File: src/rtl/hssa_pkg.sv
package hssa_pkg;

    localparam int HOUR_W = 5;
    localparam int CO_W   = 10;
    localparam int CO2_W  = 16;
    localparam int TEMP_W = 12;
    localparam int HUM_W  = 7;
    localparam int VAL_W  = 17;
    localparam int CH_W   = 2;
    localparam int SLOT_OUT_W = 2;

    localparam int CNT_W       = 12;
    localparam int MAX_SAMPLES = 4095;
    localparam int DEF_RING_SLOTS = 4;

    localparam int SUM_CO_W   = 22;
    localparam int SUM_CO2_W  = 28;
    localparam int SUM_TEMP_W = 24;
    localparam int SUM_HUM_W  = 19;

    localparam int DIV_W     = 28;
    localparam int DIV_CNT_W = 5;

    localparam int AVG_PACK_W = CO_W + CO2_W + TEMP_W + HUM_W;

    localparam int IN_TDATA_W  = 56;
    localparam int OUT_TDATA_W = 56;

    typedef logic [CH_W-1:0] t_chan;

    localparam t_chan CH_CO   = 2'd0;
    localparam t_chan CH_CO2  = 2'd1;
    localparam t_chan CH_TEMP = 2'd2;
    localparam t_chan CH_HUM  = 2'd3;

    typedef logic [DIV_W-1:0] t_dword;
    typedef logic signed [VAL_W-1:0] t_val;

    typedef struct packed {
        logic [HOUR_W-1:0] hour;
        logic [CO_W-1:0]   co_ppm;
        logic [CO2_W-1:0]  co2_ppm;
        logic [TEMP_W-1:0] temp_tenths;
        logic [HUM_W-1:0]  humidity_pct;
    } t_sample;

    typedef struct packed {
        t_chan                 channel;
        t_val                  running_min;
        t_val                  running_max;
        logic                  hour_closed;
        t_val                  closed_average;
        logic [SLOT_OUT_W-1:0] closed_slot;
        logic                  last;
    } t_result;

    typedef enum logic [2:0] {
        ST_IDLE,
        ST_CHAN,
        ST_DIV,
        ST_EMIT,
        ST_FINISH
    } t_state;

endpackage

File: src/rtl/hssa_div.sv
module hssa_div (
    input  logic                                i_clk,
    input  logic                                i_rst_n,
    input  logic                                i_start,
    input  logic [hssa_pkg::DIV_W-1:0]          i_dividend,
    input  logic [hssa_pkg::CNT_W-1:0]          i_divisor,
    output logic                                o_done,
    output logic [hssa_pkg::DIV_W-1:0]          o_quotient
);

    logic                             r_busy;
    logic                             r_done;
    logic [hssa_pkg::DIV_CNT_W-1:0]   r_cnt;
    logic [hssa_pkg::DIV_W-1:0]       r_q;
    logic [hssa_pkg::CNT_W-1:0]       r_rem;
    logic [hssa_pkg::CNT_W-1:0]       r_div;

    logic [hssa_pkg::CNT_W:0] rem_sh;
    logic [hssa_pkg::CNT_W:0] diff;
    logic                     ge;

    assign rem_sh = {r_rem, r_q[hssa_pkg::DIV_W-1]};
    assign ge     = (rem_sh >= {1'b0, r_div});
    assign diff   = rem_sh - {1'b0, r_div};

    always_ff @(posedge i_clk) begin
        if (!i_rst_n) begin
            r_busy <= 1'b0;
            r_done <= 1'b0;
            r_cnt  <= '0;
        end else begin
            r_done <= 1'b0;
            if (i_start) begin
                r_busy <= 1'b1;
                r_cnt  <= hssa_pkg::DIV_CNT_W'(hssa_pkg::DIV_W - 1);
            end else if (r_busy) begin
                if (r_cnt == '0) begin
                    r_busy <= 1'b0;
                    r_done <= 1'b1;
                end else begin
                    r_cnt <= r_cnt - 1'b1;
                end
            end
        end
    end

    always_ff @(posedge i_clk) begin
        if (i_start) begin
            r_q   <= i_dividend;
            r_rem <= '0;
            r_div <= i_divisor;
        end else if (r_busy) begin
            r_q   <= {r_q[hssa_pkg::DIV_W-2:0], ge};
            r_rem <= ge ? diff[hssa_pkg::CNT_W-1:0] : rem_sh[hssa_pkg::CNT_W-1:0];
        end
    end

    assign o_done     = r_done;
    assign o_quotient = r_q;

    a_start_no_done: assert property (@(posedge i_clk) disable iff (!i_rst_n)
        i_start |=> !o_done)
        else $error("Divider reported done right after a start.");

    a_done_idle: assert property (@(posedge i_clk) disable iff (!i_rst_n)
        o_done |-> !r_busy)
        else $error("Divider reported done while still iterating.");

endmodule

File: src/rtl/hssa_core.sv
module hssa_core #(
    parameter int RING_SLOTS = hssa_pkg::DEF_RING_SLOTS
) (
    input  logic              i_clk,
    input  logic              i_rst_n,
    input  logic              i_in_valid,
    output logic              o_in_ready,
    input  hssa_pkg::t_sample i_sample,
    output logic              o_res_valid,
    input  logic              i_res_ready,
    output hssa_pkg::t_result o_result
);

    localparam int SW = $clog2(RING_SLOTS);
    localparam int EW = (SW < hssa_pkg::SLOT_OUT_W) ? hssa_pkg::SLOT_OUT_W : SW;

    hssa_pkg::t_state n_state;
    hssa_pkg::t_state r_state;

    hssa_pkg::t_sample                  r_smp;
    logic                               r_closing;
    hssa_pkg::t_chan                    r_ch;
    logic [hssa_pkg::HOUR_W-1:0]        r_hour;
    logic [hssa_pkg::CNT_W-1:0]         r_count;
    logic [hssa_pkg::SUM_CO_W-1:0]      r_sum_co;
    logic [hssa_pkg::SUM_CO2_W-1:0]     r_sum_co2;
    logic [hssa_pkg::SUM_TEMP_W-1:0]    r_sum_temp;
    logic [hssa_pkg::SUM_HUM_W-1:0]     r_sum_hum;
    logic                               r_ext_valid;
    logic [SW-1:0]                      r_wslot;
    hssa_pkg::t_val                     r_min [4];
    hssa_pkg::t_val                     r_max [4];
    hssa_pkg::t_val                     r_avg [4];
    logic [hssa_pkg::AVG_PACK_W-1:0]    r_ring [RING_SLOTS];

    logic                               div_start;
    logic                               div_done;
    hssa_pkg::t_dword                   div_dividend;
    hssa_pkg::t_dword                   div_quot;
    logic                               temp_neg;
    logic [hssa_pkg::SUM_TEMP_W-1:0]    temp_mag;
    hssa_pkg::t_val                     q_val;
    hssa_pkg::t_val                     avg_q;
    hssa_pkg::t_val                     smp_val;
    hssa_pkg::t_val                     new_min;
    hssa_pkg::t_val                     new_max;
    logic [EW-1:0]                      slot_ext;
    logic [hssa_pkg::CNT_W-1:0]         base_cnt;
    logic [hssa_pkg::SUM_CO_W-1:0]      base_co;
    logic [hssa_pkg::SUM_CO2_W-1:0]     base_co2;
    logic [hssa_pkg::SUM_TEMP_W-1:0]    base_temp;
    logic [hssa_pkg::SUM_HUM_W-1:0]     base_hum;
    logic                               can_add;
    logic [SW-1:0]                      next_wslot;

    hssa_div u_div (
        .i_clk      (i_clk),
        .i_rst_n    (i_rst_n),
        .i_start    (div_start),
        .i_dividend (div_dividend),
        .i_divisor  (r_count),
        .o_done     (div_done),
        .o_quotient (div_quot)
    );

    assign temp_neg = r_sum_temp[hssa_pkg::SUM_TEMP_W-1];
    assign temp_mag = temp_neg ? (~r_sum_temp + 1'b1) : r_sum_temp;
    assign q_val    = hssa_pkg::t_val'(div_quot[hssa_pkg::VAL_W-1:0]);
    assign avg_q    = (r_ch == hssa_pkg::CH_TEMP && temp_neg) ? -q_val : q_val;

    always_comb begin
        unique case (r_ch)
            hssa_pkg::CH_CO: begin
                div_dividend = hssa_pkg::t_dword'(r_sum_co);
                smp_val      = hssa_pkg::t_val'(r_smp.co_ppm);
            end
            hssa_pkg::CH_CO2: begin
                div_dividend = hssa_pkg::t_dword'(r_sum_co2);
                smp_val      = hssa_pkg::t_val'(r_smp.co2_ppm);
            end
            hssa_pkg::CH_TEMP: begin
                div_dividend = hssa_pkg::t_dword'(temp_mag);
                smp_val      = {{(hssa_pkg::VAL_W - hssa_pkg::TEMP_W)
                                 {r_smp.temp_tenths[hssa_pkg::TEMP_W-1]}},
                                r_smp.temp_tenths};
            end
            default: begin
                div_dividend = hssa_pkg::t_dword'(r_sum_hum);
                smp_val      = hssa_pkg::t_val'(r_smp.humidity_pct);
            end
        endcase
    end

    assign new_min = (!r_ext_valid || smp_val < r_min[r_ch]) ? smp_val : r_min[r_ch];
    assign new_max = (!r_ext_valid || smp_val > r_max[r_ch]) ? smp_val : r_max[r_ch];
    assign slot_ext = EW'(r_wslot);

    assign base_cnt  = r_closing ? '0 : r_count;
    assign base_co   = r_closing ? '0 : r_sum_co;
    assign base_co2  = r_closing ? '0 : r_sum_co2;
    assign base_temp = r_closing ? '0 : r_sum_temp;
    assign base_hum  = r_closing ? '0 : r_sum_hum;
    assign can_add   = (17'(base_cnt) < 17'(hssa_pkg::MAX_SAMPLES));
    assign next_wslot = (r_wslot == SW'(RING_SLOTS - 1)) ? '0 : r_wslot + 1'b1;

    always_comb begin
        n_state = r_state;
        unique case (r_state)
            hssa_pkg::ST_IDLE: begin
                if (i_in_valid) n_state = hssa_pkg::ST_CHAN;
            end
            hssa_pkg::ST_CHAN: begin
                n_state = div_start ? hssa_pkg::ST_DIV : hssa_pkg::ST_EMIT;
            end
            hssa_pkg::ST_DIV: begin
                if (div_done) n_state = hssa_pkg::ST_EMIT;
            end
            hssa_pkg::ST_EMIT: begin
                if (i_res_ready) begin
                    n_state = (r_ch == hssa_pkg::CH_HUM) ? hssa_pkg::ST_FINISH
                                                         : hssa_pkg::ST_CHAN;
                end
            end
            default: n_state = hssa_pkg::ST_IDLE;
        endcase
    end

    always_comb begin
        o_in_ready  = (r_state == hssa_pkg::ST_IDLE);
        div_start   = (r_state == hssa_pkg::ST_CHAN) && r_closing && (r_count != '0);
        o_res_valid = (r_state == hssa_pkg::ST_EMIT);
    end

    always_comb begin
        o_result.channel        = r_ch;
        o_result.running_min    = new_min;
        o_result.running_max    = new_max;
        o_result.hour_closed    = r_closing;
        o_result.closed_average = r_avg[r_ch];
        o_result.closed_slot    = r_closing ? slot_ext[hssa_pkg::SLOT_OUT_W-1:0] : '0;
        o_result.last           = (r_ch == hssa_pkg::CH_HUM);
    end

    always_ff @(posedge i_clk) begin
        if (!i_rst_n) begin
            r_state     <= hssa_pkg::ST_IDLE;
            r_closing   <= 1'b0;
            r_ch        <= hssa_pkg::CH_CO;
            r_hour      <= '0;
            r_count     <= '0;
            r_sum_co    <= '0;
            r_sum_co2   <= '0;
            r_sum_temp  <= '0;
            r_sum_hum   <= '0;
            r_ext_valid <= 1'b0;
            r_wslot     <= '0;
        end else begin
            r_state <= n_state;
            unique case (r_state)
                hssa_pkg::ST_IDLE: begin
                    if (i_in_valid) begin
                        r_closing <= (i_sample.hour != r_hour);
                        r_ch      <= hssa_pkg::CH_CO;
                    end
                end
                hssa_pkg::ST_EMIT: begin
                    if (i_res_ready) r_ch <= r_ch + 1'b1;
                end
                hssa_pkg::ST_FINISH: begin
                    if (r_closing) r_wslot <= next_wslot;
                    r_hour      <= r_smp.hour;
                    r_ext_valid <= 1'b1;
                    if (can_add) begin
                        r_count    <= base_cnt + 1'b1;
                        r_sum_co   <= base_co + hssa_pkg::SUM_CO_W'(r_smp.co_ppm);
                        r_sum_co2  <= base_co2 + hssa_pkg::SUM_CO2_W'(r_smp.co2_ppm);
                        r_sum_temp <= base_temp +
                                      {{(hssa_pkg::SUM_TEMP_W - hssa_pkg::TEMP_W)
                                        {r_smp.temp_tenths[hssa_pkg::TEMP_W-1]}},
                                       r_smp.temp_tenths};
                        r_sum_hum  <= base_hum + hssa_pkg::SUM_HUM_W'(r_smp.humidity_pct);
                    end else begin
                        r_count    <= base_cnt;
                        r_sum_co   <= base_co;
                        r_sum_co2  <= base_co2;
                        r_sum_temp <= base_temp;
                        r_sum_hum  <= base_hum;
                    end
                end
                default: begin
                end
            endcase
        end
    end

    always_ff @(posedge i_clk) begin
        if (r_state == hssa_pkg::ST_IDLE && i_in_valid) begin
            r_smp <= i_sample;
        end
        if (r_state == hssa_pkg::ST_CHAN && !div_start) begin
            r_avg[r_ch] <= '0;
        end
        if (r_state == hssa_pkg::ST_DIV && div_done) begin
            r_avg[r_ch] <= avg_q;
        end
        if (r_state == hssa_pkg::ST_EMIT && i_res_ready) begin
            r_min[r_ch] <= new_min;
            r_max[r_ch] <= new_max;
        end
        if (r_state == hssa_pkg::ST_FINISH && r_closing) begin
            r_ring[r_wslot] <= {r_avg[3][hssa_pkg::HUM_W-1:0],
                                r_avg[2][hssa_pkg::TEMP_W-1:0],
                                r_avg[1][hssa_pkg::CO2_W-1:0],
                                r_avg[0][hssa_pkg::CO_W-1:0]};
        end
    end

    a_avg_zero_open: assert property (@(posedge i_clk) disable iff (!i_rst_n)
        o_res_valid |-> (r_closing || o_result.closed_average == '0))
        else $error("Nonzero average reported for a transaction that closed no hour.");

    a_min_le_max: assert property (@(posedge i_clk) disable iff (!i_rst_n)
        o_res_valid |-> (o_result.running_min <= o_result.running_max))
        else $error("Running minimum exceeds running maximum.");

    a_div_only_closing: assert property (@(posedge i_clk) disable iff (!i_rst_n)
        (r_state == hssa_pkg::ST_DIV) |-> r_closing)
        else $error("Divider in use for a transaction that closed no hour.");

endmodule

File: src/rtl/hourly_sensor_stats_accumulator_top.sv
// Hourly sensor statistics accumulator.
// The slave stream carries one four-channel sample and the current hour per
// transaction. For each accepted sample the master stream delivers four
// result transactions, one per channel in the order CO, CO2, temperature and
// humidity, and tlast marks the humidity result. Each result carries the
// running minimum and maximum since reset and, when the sample changed the
// hour, the truncated average of the closed hour and the ring slot it went to.
// A sample in the same hour, or one that closes an empty hour, skips the
// divider: the sequencer steps through its channel and emit states for each
// channel. A sample that closes an hour with samples in it also passes
// through the divide state for each channel, since one restoring divider
// produces one quotient bit per cycle and serves the four channels in turn.
// The slave side is not ready while a sample is being worked on.
// Results pass through an output register, so a stalled receiver holds the
// current result and the sequencer waits before producing the next one.
// Synchronous reset clears the hour, the count, the sums, the ring pointer and
// the validity of the extremes; no clearing pass is needed.
module hourly_sensor_stats_accumulator_top #(
    parameter int RING_SLOTS = hssa_pkg::DEF_RING_SLOTS
) (
    input  logic                                i_clk,
    input  logic                                i_rst_n,
    input  logic                                i_s_axis_tvalid,
    output logic                                o_s_axis_tready,
    // Fields from bit 0: hour, co_ppm, co2_ppm, temp_tenths, humidity_pct.
    input  logic [hssa_pkg::IN_TDATA_W-1:0]     i_s_axis_tdata,
    output logic                                o_m_axis_tvalid,
    input  logic                                i_m_axis_tready,
    // Fields from bit 0: channel, running_min, running_max, closed_average,
    // closed_slot.
    output logic [hssa_pkg::OUT_TDATA_W-1:0]    o_m_axis_tdata,
    // Fields from bit 0: hour_closed.
    output logic                                o_m_axis_tuser,
    output logic                                o_m_axis_tlast
);

    hssa_pkg::t_sample sample;
    hssa_pkg::t_result result;
    hssa_pkg::t_result r_out;
    logic              r_out_valid;
    logic              res_valid;
    logic              res_ready;

    assign sample.hour         = i_s_axis_tdata[4:0];
    assign sample.co_ppm       = i_s_axis_tdata[14:5];
    assign sample.co2_ppm      = i_s_axis_tdata[30:15];
    assign sample.temp_tenths  = i_s_axis_tdata[42:31];
    assign sample.humidity_pct = i_s_axis_tdata[49:43];

    assign res_ready = !r_out_valid || i_m_axis_tready;

    hssa_core #(
        .RING_SLOTS (RING_SLOTS)
    ) u_core (
        .i_clk       (i_clk),
        .i_rst_n     (i_rst_n),
        .i_in_valid  (i_s_axis_tvalid),
        .o_in_ready  (o_s_axis_tready),
        .i_sample    (sample),
        .o_res_valid (res_valid),
        .i_res_ready (res_ready),
        .o_result    (result)
    );

    always_ff @(posedge i_clk) begin
        if (!i_rst_n) begin
            r_out_valid <= 1'b0;
        end else if (res_ready) begin
            r_out_valid <= res_valid;
        end
    end

    always_ff @(posedge i_clk) begin
        if (res_ready && res_valid) begin
            r_out <= result;
        end
    end

    assign o_m_axis_tvalid = r_out_valid;
    assign o_m_axis_tdata  = {1'b0, r_out.closed_slot, r_out.closed_average,
                              r_out.running_max, r_out.running_min, r_out.channel};
    assign o_m_axis_tuser  = r_out.hour_closed;
    assign o_m_axis_tlast  = r_out.last;

endmodule

File: config.mk
export PLATFORM = sky130hd
export DESIGN_NAME = hourly_sensor_stats_accumulator_top
export DESIGN_NICKNAME = d
export VERILOG_FILES = /design/src/rtl/hssa_pkg.sv /design/src/rtl/hssa_div.sv /design/src/rtl/hssa_core.sv /design/src/rtl/hourly_sensor_stats_accumulator_top.sv
export SDC_FILE = /design/constraint.sdc
export NUM_CORES = 1
export LEC_CHECK = 0
export BUFFER_PORTS_ARGS = -buffer_cell sky130_fd_sc_hd__buf_4
export CORE_MARGIN = 4
export CORE_UTILIZATION = 40
export DETAILED_ROUTE_END_ITERATION = 8
export PLACE_DENSITY_LB_ADDON = 0.05
export REMOVE_ABC_BUFFERS = 1
export SLEW_MARGIN = 10
export SYNTH_ARGS = -nofsm -noshare
export SYNTH_HDL_FRONTEND = slang
export SYNTH_SLANG_ARGS = --single-unit
export TNS_END_PERCENT = 10
File: constraint.sdc
create_clock -name i_clk -period 5.1 [get_ports i_clk]
set_clock_uncertainty 0.05 [all_clocks]
set_input_delay 0.51 -clock i_clk [delete_from_list [all_inputs] [get_ports i_clk]]
set_output_delay 0.51 -clock i_clk [all_outputs]
set_load 0.03 [all_outputs]
# After elaboration in Yosys (flattened, before gate mapping)
# Memories as Yosys holds them, arrays and structs flattened. A register that Yosys moved wholly into a read port is not among the register bits.
# Index checks and enable logic that the tools add are counted.
dict set report totals {
  mem_count 3
  ramBits 204
  reg_bits 269
  in_bits 60
  wordCells 140
}
# name words width read_ports rd_ports_with_merged_regs wr line
set mem_list {}
lappend mem_list {u_core.r_avg 4 17 1 1 1 hssa_core.sv:33} ;# hssa_pkg::t_val r_avg [4];
lappend mem_list {u_core.r_max 4 17 1 1 1 hssa_core.sv:32} ;# hssa_pkg::t_val r_max [4];
lappend mem_list {u_core.r_min 4 17 1 1 1 hssa_core.sv:31} ;# hssa_pkg::t_val r_min [4];
dict set report op_classes {
  order_cmp 4
  addsub 11
  n_reduce_logical 27
  n_mux 47
  n_eq_ne 13
  bitwise 5
}
# op n
set ops {}
lappend ops {{28-bit 2-to-1 mux} 4}
lappend ops {{28-bit one-hot mux with 3 select lines} 1}
lappend ops {{24-bit 2-to-1 mux} 3}
lappend ops {{17-bit 2-to-1 mux} 4}
lappend ops {{17-bit one-hot mux with 3 select lines} 1}
lappend ops {{22-bit 2-to-1 mux} 2}
lappend ops {{19-bit 2-to-1 mux} 2}
lappend ops {{12-bit 2-to-1 mux} 3}
lappend ops {{28-bit by 16-bit adder with 28-bit output} 1}
lappend ops {{24-bit by 1-bit adder with 24-bit output (second input constant)} 1}
lappend ops {{24-bit adder} 1}
lappend ops {{24-bit inverter} 1}
lappend ops {{22-bit by 10-bit adder with 22-bit output} 1}
lappend ops {{19-bit by 7-bit adder with 19-bit output} 1}
lappend ops {{17-bit > comparator} 1}
lappend ops {{17-bit < comparator} 1}
lappend ops {{17-bit negator} 1}
lappend ops {{5-bit 2-to-1 mux} 3}
lappend ops {{2-bit 2-to-1 mux} 7}
lappend ops {{13-bit by 12-bit greater-or-equal comparator with 1-bit output} 1}
lappend ops {{12-bit by 1-bit adder with 12-bit output (second input constant)} 1}
lappend ops {{12-bit < comparator (second input constant)} 1}
lappend ops {{3-bit 2-to-1 mux} 4}
lappend ops {{3-bit one-hot mux with 4 select lines} 1}
lappend ops {{27 further kinds} 60}

# Depth between registers and ports, before layout
dict set report logic_depth {
  ltp_word 8
  mapped_depth 17
  ltp_nobuf 13
}

# Hierarchy
# A second synthesis with hierarchy kept.
dict set report hier_totals {
  cells_unflattened 2219
  area_unflattened_um2 25483.2
}
# mod n_inst area_per_inst_um2 cells_per_inst
set by_module_without_submodules {}
lappend by_module_without_submodules {hssa_core 1 20651.1 1897}
lappend by_module_without_submodules {hssa_div 1 3051.7 258}
lappend by_module_without_submodules {hourly_sensor_stats_accumulator_top 1 1780.5 64}

# Worst setup path before layout
# No wires, ideal clock.
dict set report synth_timing {
  path_kind {input to register}
  startpoint {input i_s_axis_tvalid}
  endpoint {register with a tool-made name}
  setup_time_ps 121
  arrival_time_ps 4564
  path_slack_ps 365
  stages 4
  t_required_ps 4929
  cell_sequence {nand2b_1 nor3_1 o31ai_1 and2_1}
}
# item line
set synth_rtl {}
lappend synth_rtl {{start: declaration} hourly_sensor_stats_accumulator_top.sv:23} ;# input logic i_s_axis_tvalid,

==> out/qor.csv <==
metric;value;unit
clk_pin_slew;0.06;ns
status;complete, no violations;
worst-path-max-fanout;20;
rsz0062_at_grt;false;
core.rowCount;90;
async_flop_share;0;%
die-height;255.0;um
cts_max_path_buffers;3;
fin_nets;2459;
route.detailed.drc;0;
crit_slowest_cell;a222oi_1;
grt_pass1_vias;16730;
io_pins;120;
p_clk_share;42.5;%
synth_edf_count;351;
worstSkewPairLatency;0.62;ns
fin_crit;4.462;ns
hpwl;44430;um
tns;0;ns
drtIter0Drc;1369;
cp_data_arrival_time;4.75;ns
antenna_cells;0;
cap_violations;0;
power_frac_comb;8.8;%
synth_area;0.02441;mm2
synth.top_cells.by_area;edfxtp_1 (43%), dfxtp_1 (12%), ha_1 (5.7%);
area_growth;16.34;%
cts_max_level;2;
cts_root_buffer;clkbuf_16;
reg2reg_slack;0.64;ns
worstMarginPinSlew;1.074;ns
cts_setup_buffers;0;
wirelength;65610;um
dieArea;0.06505;mm2
yosysSeqAreaShare;54.74;%
swShare;24.10;%
fin_crit_sh;87.49;%
yosysWarnings;0;
grt_usage;20.01;%
cts_tree;built;
crit_path_frequent_cell;buf_4;
hold_buffers;41;
p_int;6.998;mW
syn_area_per_cell;11.45;um2
synth_top_area_cell;edfxtp_1;
dp_slack;0.6010;ns
p_per_area;324.6;mW/mm2
grt_max_degree;83;
p_seq_share;48.7;%
switching_power;2.222;mW
core-area;0.06036;mm2
drtPass1Iterations;5;
gp_congestion;0.8437;
grt-ovfl-total;0;
antenna_found_initial;0;
finalPower;9.220;mW
num_vias;17020;
ant_nets;0;
leakagePower;10.55;nW
fin_ws;0.6380;ns
ir_drop;266.9;uV
start_util;40.45;%
cp-start-kind;register;
port_buffers;112;
grt_pass1_wl;100300;um
hold_violations;0;
synth-seq-cells;492;
drive_above_1_share;14.68;%
die_w;255.0;um
cp_data_required_time;5.39;ns
synth-main-ff-cell;edfxtp_1;
ys_top_cells_by_count;edfxtp_1 (351), nand2_1 (211), nor2_1 (155);
end_kind;register;
cts_resized;0;
slew_headroom;28.42;%
holdCritPathClass;in2reg;
synth.distinct_cells;71;
avgViaCountPerCell;5.472;
cts_buffers;56;
crit_path_max_incr_delay;0.62;ns
crit_type;reg2reg;
cts.sinks;492;
syn_inst;2132;
finalMaxSlewViolations;0;
crit_path_cell_trace;buf_4 -> inv_1 -> ha_1 -> buf_4 -> a222oi_1 -> nor2_1 -> ha_1 -> nand4_1 -> o211ai_1 -> o311ai_0 -> o311a_1 -> o21ai_1 -> buf_4 -> mux2_2;
setup_viol;0;
fmax;0.2241;GHz
synthDominantCellAreaShare;43.18;%
wire_per_inst;21.09;um
synth.most_common_cell;edfxtp_1;
-- critical path, delay by kind of cell (launching register included) --
family / cells / cell delay [ns]
AOI/OAI and AO/OA: 5 / 1.36
and+or+nand+nor: 2 / 0.34
DFF: 1 / 0.34
buffers and inverters: 4 / 0.95
muxes: 1 / 0.40
adders and majority gates: 2 / 0.73
-- final cells by class --
type | instances | area [um2]
clock buffers | 71 | 1488
repair buffers | 199 | 1609
flip-flops and latches | 492 | 13370
clock inverters | 33 | 280.3
inverters | 96 | 361.6
multi-input cells | 1438 | 10320
well taps | 782 | 978.4
fillers | 5504 | 31960
-- power by group through the flow --
stage                     sequential, mW  clock, mW  combinational [mW]
after global placement              4.58          0               0.783
final                               4.49       3.92               0.809
after CTS                           4.50       4.04               0.824
after global routing                4.50       4.19               0.907
after detailed placement            4.58          0               0.795
after floorplan                     4.59          0               0.489
-- final timing paths --
path	endpoint	startpoint	cells after the start
hold / removal	u_core.r_smp[32]	i_s_axis_tdata[28]	1
setup reg to reg	o_m_axis_tdata[34]	u_core.r_ch[1]	14
hold reg to reg	u_core.r_sum_hum[6]	u_core.r_sum_hum[6]	2
setup / recovery	o_m_axis_tdata[34]	u_core.r_ch[1]	14
-- placed cells by master, fill, tap and decap left out, drive strengths merged, types with 41 or more instances in the layout --
cell type / n
edfxtp: 351
nand2: 211
buf: 158
nor2: 155
a21oi: 143
dfxtp: 141
ha: 111
inv: 97
o21ai: 90
clkbuf: 71
xnor2: 70
nor2b: 67
mux4: 51
nand3: 50
xor2: 46
a21o: 41
dlygate4sd3: 41
-- routing by layer --
layer,vias up,share of wire (%),global-route usage (%)
met5,-,0,0
met4,0,2.4,5.487
met3,84,4.5,2.876
met2,395,48,33.38
met1,8323,46,27.61
li1,8221,-,-
-- cells by family after synthesis --
family | synth area share (%)
buffers and inverters | 3.126
AO/OA/AOI/OAI | 12.24
adder cells (fa/ha/maj) | 6.099
AND/OR/NAND/NOR | 12.61
flip-flops | 54.74
multiplexers | 7.006
other | 0.01536
XOR/XNOR | 4.162
-- through the flow --
step                area, um2  hold WS, ns  std cells  util [%]
floorplan               24010       0.3819       2026         -
global placement        26220       0.3892       2966     43.45
detailed placement      26220       0.3946       2966     43.45
CTS                     28400     0.003328       3111     47.06
global route            28400      0.01204       3111     47.06
finish                  28400      0.03866       3111     47.06
-- flip-flops by register name, summed over array words and instances, names as in the netlist, 2 cells and up, named ones only --
name                     flops
u_core.r_avg                68
u_core.r_max                68
u_core.r_min                68
o_m_axis_tdata              55
u_core.r_smp                50
u_core.r_sum_co2            28
u_core.u_div.o_quotient     28
u_core.r_sum_temp           24
u_core.r_sum_co             22
u_core.r_sum_hum            19
u_core.r_count              12
u_core.u_div.r_div          12
u_core.u_div.r_rem          12
u_core.r_hour                5
u_core.u_div.r_cnt           5
u_core.r_state               3
u_core.r_ch                  2
u_core.r_wslot               2
No activity file was read; power rests on OpenSTA's default activity.
